**config.mk**
```make
export PLATFORM = sky130hd
export DESIGN_NAME = bootloader_host_sequencer_top
export DESIGN_NICKNAME = d
export VERILOG_FILES = /design/src/bhs_pkg.sv /design/src/bootloader_host_sequencer_top.sv /design/src/bhs_front.sv /design/src/bhs_queue.sv /design/src/bhs_back.sv
export SDC_FILE = /design/constraint.sdc
export NUM_CORES = 1
export LEC_CHECK = 0
export BUFFER_PORTS_ARGS = -buffer_cell sky130_fd_sc_hd__clkbuf_2
export CORE_MARGIN = 8
export CORE_UTILIZATION = 50
export CTS_CLUSTER_SIZE = 8
export DETAILED_ROUTE_END_ITERATION = 6
export PLACE_DENSITY = 0.68
export SKIP_CTS_REPAIR_TIMING = 1
export SYNTH_ARGS = -nofsm -noshare
export SYNTH_HDL_FRONTEND = slang
export SYNTH_SLANG_ARGS = --single-unit
```
**constraint.sdc**
```tcl
create_clock -name clk -period 5.87 [get_ports clk]
set_input_delay 1.174 -clock clk [delete_from_list [all_inputs] [get_ports clk]]
set_output_delay 1.174 -clock clk [all_outputs]
set_load 0.01 [all_outputs]
```
**src/bhs_pkg.sv**
```systemverilog
package bhs_pkg;

  localparam int unsigned MAX_RES = 5;
  localparam logic [8:0] MAX_BLOCK = 9'd256;

  // Request codes.
  localparam logic [2:0] REQ_WRITE = 3'd0;
  localparam logic [2:0] REQ_GO    = 3'd1;
  localparam logic [2:0] REQ_ERASE = 3'd2;
  localparam logic [2:0] REQ_DATA  = 3'd3;
  localparam logic [2:0] REQ_RX    = 3'd4;
  localparam logic [2:0] REQ_TICK  = 3'd5;

  // Operations.
  localparam logic [1:0] OP_WRITE = 2'd0;
  localparam logic [1:0] OP_GO    = 2'd1;
  localparam logic [1:0] OP_ERASE = 2'd2;

  // Result kinds and outcomes.
  localparam logic       KIND_TX     = 1'b0;
  localparam logic       KIND_FINISH = 1'b1;
  localparam logic [1:0] OC_OK       = 2'd0;
  localparam logic [1:0] OC_REJECT   = 2'd1;
  localparam logic [1:0] OC_TIMEOUT  = 2'd2;

  // Configuration register indexes.
  localparam logic [2:0] CFG_ACK_CODE      = 3'd0;
  localparam logic [2:0] CFG_WRITE_OPCODE  = 3'd1;
  localparam logic [2:0] CFG_GO_OPCODE     = 3'd2;
  localparam logic [2:0] CFG_ERASE_OPCODE  = 3'd3;
  localparam logic [2:0] CFG_EXT_OPCODE    = 3'd4;
  localparam logic [2:0] CFG_SHORT_TIMEOUT = 3'd5;
  localparam logic [2:0] CFG_WRITE_TIMEOUT = 3'd6;
  localparam logic [2:0] CFG_ERASE_TIMEOUT = 3'd7;

  typedef enum logic [3:0] {
    PH_IDLE,
    PH_CMD_ACK,
    PH_ADDR_ACK,
    PH_DATA,
    PH_DATA_ACK,
    PH_EXT_ARG_ACK,
    PH_ERASE_DONE
  } phase_t;

  typedef struct packed {
    logic [2:0]  req_type;
    logic [31:0] target_address;
    logic [8:0]  block_length;
    logic [7:0]  byte_value;
  } in_item_t;

  typedef struct packed {
    logic       result_kind;
    logic [7:0] tx_byte;
    logic [1:0] outcome;
    logic       run_last;
  } out_item_t;

  typedef struct packed {
    logic [7:0]  ack_code;
    logic [7:0]  write_opcode;
    logic [7:0]  go_opcode;
    logic [7:0]  erase_opcode;
    logic [7:0]  ext_erase_opcode;
    logic [15:0] short_timeout;
    logic [15:0] write_timeout;
    logic [15:0] erase_timeout;
  } cfg_t;

  // One result before run_last is attached.
  typedef struct packed {
    logic       kind;
    logic [7:0] tx;
    logic [1:0] oc;
  } entry_t;

  // All results caused by one item.
  typedef struct packed {
    logic [2:0]               cnt;
    entry_t [MAX_RES-1:0]     ent;
  } burst_t;

  typedef struct packed {
    logic full;
    logic empty;
  } q_status_t;

  function automatic entry_t tx_entry(input logic [7:0] b);
    entry_t e;
    e.kind = KIND_TX;
    e.tx   = b;
    e.oc   = OC_OK;
    return e;
  endfunction

  function automatic entry_t fin_entry(input logic [1:0] oc);
    entry_t e;
    e.kind = KIND_FINISH;
    e.tx   = 8'h00;
    e.oc   = oc;
    return e;
  endfunction

endpackage

```
**src/bootloader_host_sequencer_top.sv**
```systemverilog
// First result path: the item's results go into the result queue, then into cur_r.
// Throughput: one item a cycle is accepted while the two-entry result queue has room;
// one result a cycle leaves while out_stall is low; an item yields 1 to 5 results.
// Items that cause no result are not queued and never reach the output.
// Reset: synchronous, active low; the sequencer returns to idle, the queue empties
// and the configuration registers take their default values.
module bootloader_host_sequencer_top (
  input  logic               clk,
  input  logic               rst_n,
  input  logic               in_valid,
  output logic               in_stall,
  input  bhs_pkg::in_item_t  in_item,
  output logic               out_valid,
  input  logic               out_stall,
  output bhs_pkg::out_item_t out_item,
  input  logic               cfg_valid,
  output logic               cfg_ready,
  input  logic [2:0]         cfg_index,
  input  logic [15:0]        cfg_data
);
  import bhs_pkg::*;

  q_status_t q_status;
  burst_t    push_burst, pop_burst;
  logic      push, pop, acc;

  assign in_stall  = q_status.full;
  assign acc       = in_valid && !in_stall;
  assign cfg_ready = 1'b1;

  bhs_front u_front (
    .clk        (clk),
    .rst_n      (rst_n),
    .acc        (acc),
    .in_item    (in_item),
    .cfg_we     (cfg_valid && cfg_ready),
    .cfg_index  (cfg_index),
    .cfg_data   (cfg_data),
    .push       (push),
    .push_burst (push_burst)
  );

  bhs_queue u_queue (
    .clk        (clk),
    .rst_n      (rst_n),
    .push       (push),
    .push_burst (push_burst),
    .pop        (pop),
    .pop_burst  (pop_burst),
    .status     (q_status)
  );

  bhs_back u_back (
    .clk       (clk),
    .rst_n     (rst_n),
    .q_status  (q_status),
    .q_burst   (pop_burst),
    .pop       (pop),
    .out_valid (out_valid),
    .out_stall (out_stall),
    .out_item  (out_item)
  );

endmodule

```
**src/bhs_front.sv**
```systemverilog
module bhs_front (
  input  logic              clk,
  input  logic              rst_n,
  input  logic              acc,
  input  bhs_pkg::in_item_t in_item,
  input  logic              cfg_we,
  input  logic [2:0]        cfg_index,
  input  logic [15:0]       cfg_data,
  output logic              push,
  output bhs_pkg::burst_t   push_burst
);
  import bhs_pkg::*;

  phase_t      phase_r, phase_nxt;
  logic [1:0]  op_r, op_nxt;
  logic        fb_r, fb_nxt;
  logic [15:0] ticks_r, ticks_nxt;
  logic [31:0] addr_r, addr_nxt;
  logic [8:0]  left_r, left_nxt;
  logic [7:0]  xor_r, xor_nxt;
  cfg_t        cfg_r, cfg_nxt;

  logic        is_start, is_data, is_rx, is_tick;
  logic        waiting, wait_ev, ok;
  logic [1:0]  fail_oc;
  logic [15:0] ticks_inc, tmo;
  logic [8:0]  len_clamp;
  logic [7:0]  xor_data, addr_xor, start_op;
  burst_t      burst;

  assign is_start = acc && (in_item.req_type == REQ_WRITE || in_item.req_type == REQ_GO ||
                            in_item.req_type == REQ_ERASE) && phase_r == PH_IDLE;
  assign is_data  = acc && in_item.req_type == REQ_DATA && phase_r == PH_DATA;
  assign waiting  = phase_r == PH_CMD_ACK || phase_r == PH_ADDR_ACK ||
                    phase_r == PH_DATA_ACK || phase_r == PH_EXT_ARG_ACK ||
                    phase_r == PH_ERASE_DONE;
  assign is_rx    = acc && in_item.req_type == REQ_RX && waiting;
  assign is_tick  = acc && in_item.req_type == REQ_TICK && waiting;

  assign ticks_inc = (ticks_r == 16'hFFFF) ? ticks_r : ticks_r + 16'd1;
  assign tmo = (phase_r == PH_DATA_ACK)   ? cfg_r.write_timeout :
               (phase_r == PH_ERASE_DONE) ? cfg_r.erase_timeout : cfg_r.short_timeout;

  assign ok      = is_rx && in_item.byte_value == cfg_r.ack_code;
  assign fail_oc = is_rx ? OC_REJECT : OC_TIMEOUT;
  assign wait_ev = is_rx || (is_tick && ticks_inc >= tmo);

  assign len_clamp = (in_item.block_length == 9'd0)     ? 9'd1 :
                     (in_item.block_length > MAX_BLOCK) ? MAX_BLOCK : in_item.block_length;
  assign xor_data  = xor_r ^ in_item.byte_value;
  assign addr_xor  = addr_r[31:24] ^ addr_r[23:16] ^ addr_r[15:8] ^ addr_r[7:0];
  assign start_op  = (in_item.req_type == REQ_WRITE) ? cfg_r.write_opcode :
                     (in_item.req_type == REQ_GO)    ? cfg_r.go_opcode : cfg_r.ext_erase_opcode;

  always_comb begin
    cfg_nxt = cfg_r;
    if (cfg_we) begin
      case (cfg_index)
        CFG_ACK_CODE:      cfg_nxt.ack_code         = cfg_data[7:0];
        CFG_WRITE_OPCODE:  cfg_nxt.write_opcode     = cfg_data[7:0];
        CFG_GO_OPCODE:     cfg_nxt.go_opcode        = cfg_data[7:0];
        CFG_ERASE_OPCODE:  cfg_nxt.erase_opcode     = cfg_data[7:0];
        CFG_EXT_OPCODE:    cfg_nxt.ext_erase_opcode = cfg_data[7:0];
        CFG_SHORT_TIMEOUT: cfg_nxt.short_timeout    = cfg_data;
        CFG_WRITE_TIMEOUT: cfg_nxt.write_timeout    = cfg_data;
        CFG_ERASE_TIMEOUT: cfg_nxt.erase_timeout    = cfg_data;
        default:           cfg_nxt = cfg_r;
      endcase
    end
  end

  // Next state.
  always_comb begin
    phase_nxt = phase_r;
    op_nxt    = op_r;
    fb_nxt    = fb_r;
    ticks_nxt = ticks_r;
    addr_nxt  = addr_r;
    left_nxt  = left_r;
    xor_nxt   = xor_r;
    if (is_start) begin
      op_nxt    = in_item.req_type[1:0];
      fb_nxt    = 1'b0;
      addr_nxt  = in_item.target_address;
      if (in_item.req_type == REQ_WRITE) begin
        left_nxt = len_clamp;
      end
      phase_nxt = PH_CMD_ACK;
      ticks_nxt = 16'd0;
    end
    if (is_data) begin
      xor_nxt  = xor_data;
      left_nxt = left_r - 9'd1;
      if (left_r == 9'd1) begin
        phase_nxt = PH_DATA_ACK;
        ticks_nxt = 16'd0;
      end
    end
    if (is_tick) begin
      ticks_nxt = ticks_inc;
    end
    if (wait_ev) begin
      case (phase_r)
        PH_CMD_ACK: begin
          if (op_r == OP_ERASE && !fb_r && !ok) begin
            fb_nxt    = 1'b1;
            ticks_nxt = 16'd0;
          end else if (!ok) begin
            phase_nxt = PH_IDLE;
          end else if (op_r == OP_ERASE) begin
            phase_nxt = fb_r ? PH_ERASE_DONE : PH_EXT_ARG_ACK;
            ticks_nxt = 16'd0;
          end else begin
            phase_nxt = PH_ADDR_ACK;
            ticks_nxt = 16'd0;
          end
        end
        PH_ADDR_ACK: begin
          if (!ok || op_r == OP_GO) begin
            phase_nxt = PH_IDLE;
          end else begin
            xor_nxt   = left_r[7:0] - 8'd1;
            phase_nxt = PH_DATA;
            ticks_nxt = 16'd0;
          end
        end
        PH_EXT_ARG_ACK: begin
          if (!ok) begin
            phase_nxt = PH_IDLE;
          end else begin
            phase_nxt = PH_ERASE_DONE;
            ticks_nxt = 16'd0;
          end
        end
        default: phase_nxt = PH_IDLE;
      endcase
    end
  end

  // Results caused by the accepted item.
  always_comb begin
    burst = '0;
    if (is_start) begin
      burst.cnt    = 3'd2;
      burst.ent[0] = tx_entry(start_op);
      burst.ent[1] = tx_entry(~start_op);
    end
    if (is_data) begin
      burst.cnt    = (left_r == 9'd1) ? 3'd2 : 3'd1;
      burst.ent[0] = tx_entry(in_item.byte_value);
      burst.ent[1] = tx_entry(xor_data);
    end
    if (wait_ev) begin
      case (phase_r)
        PH_CMD_ACK: begin
          if (op_r == OP_ERASE && !fb_r && !ok) begin
            burst.cnt    = 3'd2;
            burst.ent[0] = tx_entry(cfg_r.erase_opcode);
            burst.ent[1] = tx_entry(~cfg_r.erase_opcode);
          end else if (!ok) begin
            burst.cnt    = 3'd1;
            burst.ent[0] = fin_entry(fail_oc);
          end else if (op_r == OP_ERASE) begin
            burst.ent[0] = tx_entry(8'hFF);
            if (!fb_r) begin
              burst.cnt    = 3'd3;
              burst.ent[1] = tx_entry(8'hFF);
              burst.ent[2] = tx_entry(8'h00);
            end else begin
              burst.cnt    = 3'd2;
              burst.ent[1] = tx_entry(8'h00);
            end
          end else begin
            burst.cnt    = 3'd5;
            burst.ent[0] = tx_entry(addr_r[31:24]);
            burst.ent[1] = tx_entry(addr_r[23:16]);
            burst.ent[2] = tx_entry(addr_r[15:8]);
            burst.ent[3] = tx_entry(addr_r[7:0]);
            burst.ent[4] = tx_entry(addr_xor);
          end
        end
        PH_ADDR_ACK: begin
          burst.cnt = 3'd1;
          if (!ok) begin
            burst.ent[0] = fin_entry(fail_oc);
          end else if (op_r == OP_GO) begin
            burst.ent[0] = fin_entry(OC_OK);
          end else begin
            burst.ent[0] = tx_entry(left_r[7:0] - 8'd1);
          end
        end
        PH_EXT_ARG_ACK: begin
          if (!ok) begin
            burst.cnt    = 3'd1;
            burst.ent[0] = fin_entry(fail_oc);
          end
        end
        default: begin
          burst.cnt    = 3'd1;
          burst.ent[0] = fin_entry(ok ? OC_OK : fail_oc);
        end
      endcase
    end
  end

  assign push       = burst.cnt != 3'd0;
  assign push_burst = burst;

  always_ff @(posedge clk) begin
    if (!rst_n) begin
      phase_r <= PH_IDLE;
      op_r    <= OP_WRITE;
      fb_r    <= 1'b0;
      ticks_r <= 16'd0;
      addr_r  <= 32'd0;
      left_r  <= 9'd0;
      xor_r   <= 8'd0;
      cfg_r.ack_code         <= 8'd121;
      cfg_r.write_opcode     <= 8'd49;
      cfg_r.go_opcode        <= 8'd33;
      cfg_r.erase_opcode     <= 8'd67;
      cfg_r.ext_erase_opcode <= 8'd68;
      cfg_r.short_timeout    <= 16'd1000;
      cfg_r.write_timeout    <= 16'd3000;
      cfg_r.erase_timeout    <= 16'd20000;
    end else begin
      phase_r <= phase_nxt;
      op_r    <= op_nxt;
      fb_r    <= fb_nxt;
      ticks_r <= ticks_nxt;
      addr_r  <= addr_nxt;
      left_r  <= left_nxt;
      xor_r   <= xor_nxt;
      cfg_r   <= cfg_nxt;
    end
  end

endmodule

```
**src/bhs_queue.sv**
```systemverilog
module bhs_queue (
  input  logic                clk,
  input  logic                rst_n,
  input  logic                push,
  input  bhs_pkg::burst_t     push_burst,
  input  logic                pop,
  output bhs_pkg::burst_t     pop_burst,
  output bhs_pkg::q_status_t  status
);
  import bhs_pkg::*;

  burst_t     slot_r [2];
  logic       wr_ptr_r, wr_ptr_nxt;
  logic       rd_ptr_r, rd_ptr_nxt;
  logic [1:0] cnt_r, cnt_nxt;
  logic       do_push, do_pop;

  assign status.full  = cnt_r == 2'd2;
  assign status.empty = cnt_r == 2'd0;
  assign do_push      = push && !status.full;
  assign do_pop       = pop && !status.empty;
  assign pop_burst    = slot_r[rd_ptr_r];

  always_comb begin
    wr_ptr_nxt = do_push ? ~wr_ptr_r : wr_ptr_r;
    rd_ptr_nxt = do_pop ? ~rd_ptr_r : rd_ptr_r;
    cnt_nxt    = cnt_r + {1'b0, do_push} - {1'b0, do_pop};
  end

  always_ff @(posedge clk) begin
    if (do_push) begin
      slot_r[wr_ptr_r] <= push_burst;
    end
  end

  always_ff @(posedge clk) begin
    if (!rst_n) begin
      wr_ptr_r <= 1'b0;
      rd_ptr_r <= 1'b0;
      cnt_r    <= 2'd0;
    end else begin
      wr_ptr_r <= wr_ptr_nxt;
      rd_ptr_r <= rd_ptr_nxt;
      cnt_r    <= cnt_nxt;
    end
  end

endmodule

```
**src/bhs_back.sv**
```systemverilog
module bhs_back (
  input  logic                clk,
  input  logic                rst_n,
  input  bhs_pkg::q_status_t  q_status,
  input  bhs_pkg::burst_t     q_burst,
  output logic                pop,
  output logic                out_valid,
  input  logic                out_stall,
  output bhs_pkg::out_item_t  out_item
);
  import bhs_pkg::*;

  burst_t     cur_r, cur_nxt;
  logic [2:0] idx_r, idx_nxt;
  logic       busy_r, busy_nxt;
  logic       last, take;
  entry_t     ent;

  assign last = idx_r == (cur_r.cnt - 3'd1);
  assign take = busy_r && !out_stall;
  // The next burst loads in the cycle the last result of the current one leaves.
  assign pop  = !q_status.empty && (!busy_r || (take && last));

  always_comb begin
    cur_nxt  = cur_r;
    idx_nxt  = idx_r;
    busy_nxt = busy_r;
    if (pop) begin
      cur_nxt  = q_burst;
      idx_nxt  = 3'd0;
      busy_nxt = 1'b1;
    end else if (take && last) begin
      busy_nxt = 1'b0;
    end else if (take) begin
      idx_nxt = idx_r + 3'd1;
    end
  end

  assign ent                  = cur_r.ent[idx_r];
  assign out_valid            = busy_r;
  assign out_item.result_kind = ent.kind;
  assign out_item.tx_byte     = ent.tx;
  assign out_item.outcome     = ent.oc;
  assign out_item.run_last    = last;

  always_ff @(posedge clk) begin
    cur_r <= cur_nxt;
  end

  always_ff @(posedge clk) begin
    if (!rst_n) begin
      idx_r  <= 3'd0;
      busy_r <= 1'b0;
    end else begin
      idx_r  <= idx_nxt;
      busy_r <= busy_nxt;
    end
  end

endmodule

```
Yosys cells after proc, flatten, opt, wreduce, memory -nomap -nowiden
Memories as Yosys holds them, arrays and structs flattened. A register that Yosys moved wholly into a read port is not among the register bits.
Cells that the tools add are included.
Widths: inputs -> output; s select.
- flip-flop bits (word level): 168
- bits in writable memories: 116
- input bits: 76
- output and inout port bits: 15
- word-level logic and storage cells: 189
- memories: 1
- $add $sub $neg: 7
- order comparisons: 3
- equality and inequality tests: 25
- muxes and demuxes: 70
- bitwise gates (word level): 10
- reduce and logical (&&, ||, !) cells: 53
- memories (name ; depth ; width ; read ports ; clocked after memory_dff ; wr ports ; line ; RTL):
    u_queue.slot_r ; 2 ; 58 ; 1 ; 1 ; 1 ; bhs_queue.sv:12 ; burst_t slot_r [2];
- operator list (cell ; number):
    $mux 16 ; 11
    $mux 44 ; 2
    $mux 21 ; 3
    $mux 58 ; 1
    $mux 11 ; 5
    $mux 8 ; 6
    $pmux 16 s3 ; 1
    $mux 9 ; 5
    $bmux 11 s3 ; 1
    $mux 33 ; 1
    $pmux 11 s3 ; 1
    $mux 32 ; 1
    $xor 8x8->8 ; 4
    $mux 4 ; 7
    $mux 22 ; 1
    $reduce_and 2->1 ; 10
    $eq 3x3->1 const B ; 6
    $logic_and 1x1->1 ; 18
    $mux 3 ; 6
    $add 16x1->16 const B ; 1
    $eq 16x16->1 const B ; 1
    $ge 16x16->1 ; 1
    $not 8->8 ; 2
    $eq 3x2->1 const B ; 4
    32 further kinds ; 69

Depth between registers and ports, before layout
- depth in word-level cells: 16
- depth in mapped cells: 17
- gate-level depth less buffers: 17

Hierarchy
From an unflattened synthesis, not the netlist that was laid out.
- cells, all modules: 1523
- area total of the unflattened synthesis: 15864.0 sq um
- by module, submodules not included (module ; times used ; cells each ; area each (sq um)):
    bhs_front ; 1 ; 1196 ; 8919.8
    bhs_queue ; 1 ; 207 ; 4494.3
    bhs_back ; 1 ; 117 ; 2424.8
    bootloader_host_sequencer_top ; 1 ; 3 ; 25.0

Worst setup path after synthesis
OpenSTA, ideal clock, no wires.
- kind: register -> register
- start point: reg u_front.ticks_r[0]
- end point: mem u_queue.slot_r[1][0] (netlist name) (enable)
- setup time: 0.455 ns
- arrival: 4.719 ns
- data required time: 5.415 ns
- setup slack: 0.696 ns
- cell stages (with the launch flop): 14
- path through: dfxtp_1 > ha_1 > nand2_1 > nor3_2 > a21oi_1 > nand3_1 > xnor2_1 > ha_1 > o21a_1 > o211ai_1 > a2111oi_2 > a211o_2 > a31oi_1 > nor2b_1
- longest elaborated chain between the ends: 10
- elaborated cells on any way between the ends: 11
- classes of those cells: 1 x add/sub; 1 x order compare; 1 x eq/ne; 4 x mux; 4 x reduce/logical
- ends and longest elaborated chain (element ; line ; RTL):
    start: declaration ; bhs_front.sv:17 ; logic [15:0] ticks_r, ticks_nxt;
    start signal: assignment ; bhs_front.sv:230 ; ticks_r <= ticks_nxt;
    $add 16x1->16 / $eq 16x16->1 (equally long branches) ; bhs_front.sv:40 ; assign ticks_inc = (ticks_r == 16'hFFFF) ? ticks_r : ticks_r + 16'd1;
    $mux 16 * ; bhs_front.sv:40 ;
    $ge 16x16->1 * ; bhs_front.sv:46 ; assign wait_ev = is_rx || (is_tick && ticks_inc >= tmo);
    $logic_and 1x1->1 * ; bhs_front.sv:46 ;
    $logic_or 1x1->1 * ; bhs_front.sv:46 ;
    $mux 58 * ; bhs_front.sv:153 ; if (wait_ev) begin
    $reduce_bool 3->1 * ; bhs_front.sv:206 ; assign push = burst.cnt != 3'd0;
    $logic_and 1x1->1 * ; bhs_queue.sv:20 ; assign do_push = push && !status.full;
    $mux 1 * ; bhs_queue.sv:31 ; if (do_push) begin
    $mux 1 (not written as such) * ; bhs_queue.sv:32 ; slot_r[wr_ptr_r] <= push_burst;
    end: declaration ; bhs_queue.sv:12 ;
Every way passes the cells marked *; elsewhere a longest branch is shown, timed or not.

Worst setup path in the final report
- start point: reg u_front.ticks_r[0]
- end point: reg u_queue.cnt_r[1]
- longest elaborated chain between the ends: 10
- elaborated cells on any way between the ends: 11
- classes of those cells: 3 x add/sub; 1 x order compare; 1 x eq/ne; 2 x mux; 4 x reduce/logical
- ends and longest elaborated chain (element ; line ; RTL):
    $add 16x1->16 / $eq 16x16->1 (equally long branches) ; bhs_front.sv:40 ;
    $mux 16 * ; bhs_front.sv:40 ;
    $ge 16x16->1 * ; bhs_front.sv:46 ;
    $logic_and 1x1->1 * ; bhs_front.sv:46 ;
    $logic_or 1x1->1 * ; bhs_front.sv:46 ;
    $mux 58 * ; bhs_front.sv:153 ;
    $reduce_bool 3->1 * ; bhs_front.sv:206 ;
    $logic_and 1x1->1 * ; bhs_queue.sv:20 ;
    $add 2x1->2 * ; bhs_queue.sv:27 ; cnt_nxt = cnt_r + {1'b0, do_push} - {1'b0, do_pop};
    $sub 2x1->2 * ; bhs_queue.sv:27 ;
    end signal: assignment ; bhs_queue.sv:44 ; cnt_r <= cnt_nxt;
    end: declaration ; bhs_queue.sv:15 ; logic [1:0] cnt_r, cnt_nxt;
Marked as above.
A chain may end at the register's enable or synchronous reset.

==> out/metrics.csv <==
metric;value;unit
CTS Sinks;306;
Final Setup Violations;0;
Initial Utilization;50.2;%
Core ar.;0.0284;mm²
Die X;185;µm
initial antenna violation count;0;
Compound-Gate Fraction of Synth Area;12.5;%
setup TNS;0;ns
XOR/XNOR Fraction of Synth Area;4.47;%
most used cell, CP;ha_1;
post-place setup slack;1.61;ns
initial drt markers;712;
die height;185;µm
ys async rst share;0;%
clk_lat worst skew;0.54;ns
critical path's slowest cell;a31oi_1;
Final HPWL DP;24000;µm
layout cells sized above 1;14.8;%
most frequent cell after synthesis;nand2_1;
IO Pins;91;
Arr. time, crit path;4.71;ns
status;completed;
DR vias;10800;
Syn Inst Count;1474;
slowest cell delay on critical path;0.54;ns
Avg WL per Cell;18.1;µm
total grt overflow;0;
R2R cell count;17;
Final min period;4.32;ns
CP max FO;12;
Yosys top cell by area;edfxtp_1;
Synth Area in Adders;2.02;%
Row Count;62;
VDD IR max;221;µV
Slew headroom;21.4;%
Pleak;0.00579;µW
DRT Pass-1 Iters;5;
Worst Setup Start Kind;register;
syn nets;1573;
Layout area overhead;13.5;%
Synth top area share;29.1;%
final setup margin;1.55;ns
skew final;0.0200;ns
synthesized area;0.0143;mm²
worst min path class;register to register;
DRT antenna net count;0;
Avg Synthesized Cell Area;9.68;µm²
port bufs;89;
pwr/cell area;362;mW/mm²
Slew Limit Fails;0;
largest net degree at the start of global routing;74;
H-tree levels;2;
cts bufs inserted;44;
Worst-Margin Slew;1.18;ns
CTS tree;built;
die area;0.0342;mm²
crit-path cells;ha_1, nand2_1, nor3_2, nand2_1, nand3_1, xnor2_1, ha_1, o21a_1, o211ai_1, a2111oi_2, a211o_2, a31oi_1, inv_1, ha_1, xor2_1, xnor2_1, nor2_1;
post-synthesis mux area share;6.75;%
Simple-Gate Fraction of Synth Area;18.6;%
Max Cap Viol;0;
first-pass GRT wire length;55800;µm
Seq/Total Area, Yosys;52.6;%
synthesis warning total;0;
RSZ-0062 raised after global routing;no;
drt total wl;35200;µm
period utilisation layout;73.5;%
nets;1635;
Max Buffers Root-to-Sink;3;
gr usage total;20.5;%
CP Capture Type;register;
Post-synth EDFFs;138;
Distinct cells, synth;74;
Setup CP Type;register to register;
post-synthesis register bit count;306;
most frequent cells after synthesis;nand2_1 (322), dfxtp_1 (168), a21oi_1 (143), edfxtp_1 (138), nor2_1 (88);
largest cells by area after synthesis;edfxtp_1 (29%), dfxtp_1 (24%), nand2_1 (8.5%);
CTS clk-pin slew, worst paths;0.05;ns
number of remaining DRC errors;0;
via/cell ratio;5.54;
root buf cell;clkbuf_16;
largest family of logic cells by synthesized area;simple AND/OR/NAND/NOR gates;
WHS Path Cells;2;
vias in the first global route;10500;
Worst Path Required;6.26;ns
gp weighted congestion;0.873;
Fin. Hold Viols;0;
main flop type after synthesis;dfxtp_1;
ANT cells;0;
Fmax;232;MHz
[path summary, 6_finish.rpt]
check | endpoint | slack (ns) | from
worst min-delay path | u_front.cfg_r[55] | 0.45 | u_front.cfg_r[55]
worst max-delay path | u_queue.cnt_r[1] | 1.55 | u_front.ticks_r[0]
worst min register to register | u_front.cfg_r[55] | 0.45 | u_front.cfg_r[55]
worst max register to register | u_queue.cnt_r[1] | 1.55 | u_front.ticks_r[0]
[state kept, by name, summed over array words and instances (netlist names)]
name              count
u_back.out_valid      1
u_back.idx_r          3
u_front.ticks_r      16
u_queue.slot_r       92
u_front.cfg_r        88
u_front.fb_r          1
u_queue.wr_ptr_r      1
u_front.xor_r         8
u_front.phase_r       4
u_front.addr_r       32
u_back.cur_r         46
u_queue.cnt_r         2
u_front.left_r        9
u_front.op_r          2
u_queue.rd_ptr_r      1
[through the flow]
stage	power [µW]	hold WS [ns]	area, µm²	utilization [%]	std cells
final	5870	0.448	16200	57.0	1943
after global routing	6110	0.468	16200	57.0	1943
after CTS	5920	0.450	16200	57.0	1943
after detailed placement	3610	0.443	14900	52.6	1874
after global placement	3590	0.438	14900	52.6	1874
after floorplan	3290	0.433	14300	-	1474
[worst max-delay path, delay by kind of cell (launching register included)]
family	cells	cell delay, ns
buffers and inverters	1	0.12
AND/OR/NAND/NOR	5	1.05
flip-flops	1	0.40
AO/OA/AOI/OAI	5	1.44
adder cells (fa/ha/maj)	3	0.74
XOR/XNOR	3	0.43
[per-layer routing]
metal	track usage, %	vias to the layer above	wire length [µm]
met3	2.86	53	1850
li1	-	5309	-
met1	27.7	5099	16000
met4	7.17	0	882
met5	0	-	0
met2	33.2	296	16500
[cell families after synthesis]
logic type                 after synthesis
other                                    1
muxes                                   90
xor gates and xnor gates                71
adders and majority gates               23
buffers and inverters                  102
AOI/OAI and AO/OA                      295
and+or+nand+nor                        586
DFF                                    306
[cells in the final DEF, fill, tap and decap left out, types with 8 or more instances in the layout]
cell / netlist / layout
mux2_2: 49 / 49
o22a_1: 8 / 8
a211oi_1: 15 / 15
a21oi_1: 143 / 143
and2_1: 30 / 30
clkbuf_16: 0 / 45
nand2b_1: 12 / 12
xnor2_1: 48 / 48
inv_1: 15 / 13
nand3_1: 55 / 55
o22ai_1: 10 / 10
dfxtp_1: 168 / 167
clkbuf_1: 51 / 21
nand2_1: 322 / 322
and3_1: 8 / 8
clkbuf_2: 5 / 89
a22oi_1: 10 / 10
nand4_1: 9 / 9
buf_4: 4 / 13
ha_1: 23 / 23
o21ai_0: 58 / 58
xor2_1: 22 / 22
a2bb2oi_1: 10 / 10
nor2_1: 88 / 86
nor3_1: 17 / 17
edfxtp_1: 138 / 138
mux2i_1: 41 / 41
[final cells by class]
class                   instances  area [µm²]
fillers                      2562       12200
flip-flops and latches        306        7510
multi-input cells            1066        6340
clock buffers                  66        1200
repair buffers                102         543
well taps                     384         480
inverters                      16        61.3
clock inverters                 3        48.8
[report_power, final]
| group | switching (µW) | total, µW | internal (µW) | leakage (µW) |
|---|---|---|---|---|
| clock | 892 | 2300 | 1410 | 0.000603 |
| sequential | 139 | 2660 | 2520 | 0.00263 |
| combinational | 547 | 911 | 364 | 0.00255 |
| total | 1580 | 5870 | 4290 | 0.00579 |
Power figures use the tool's default switching activity.
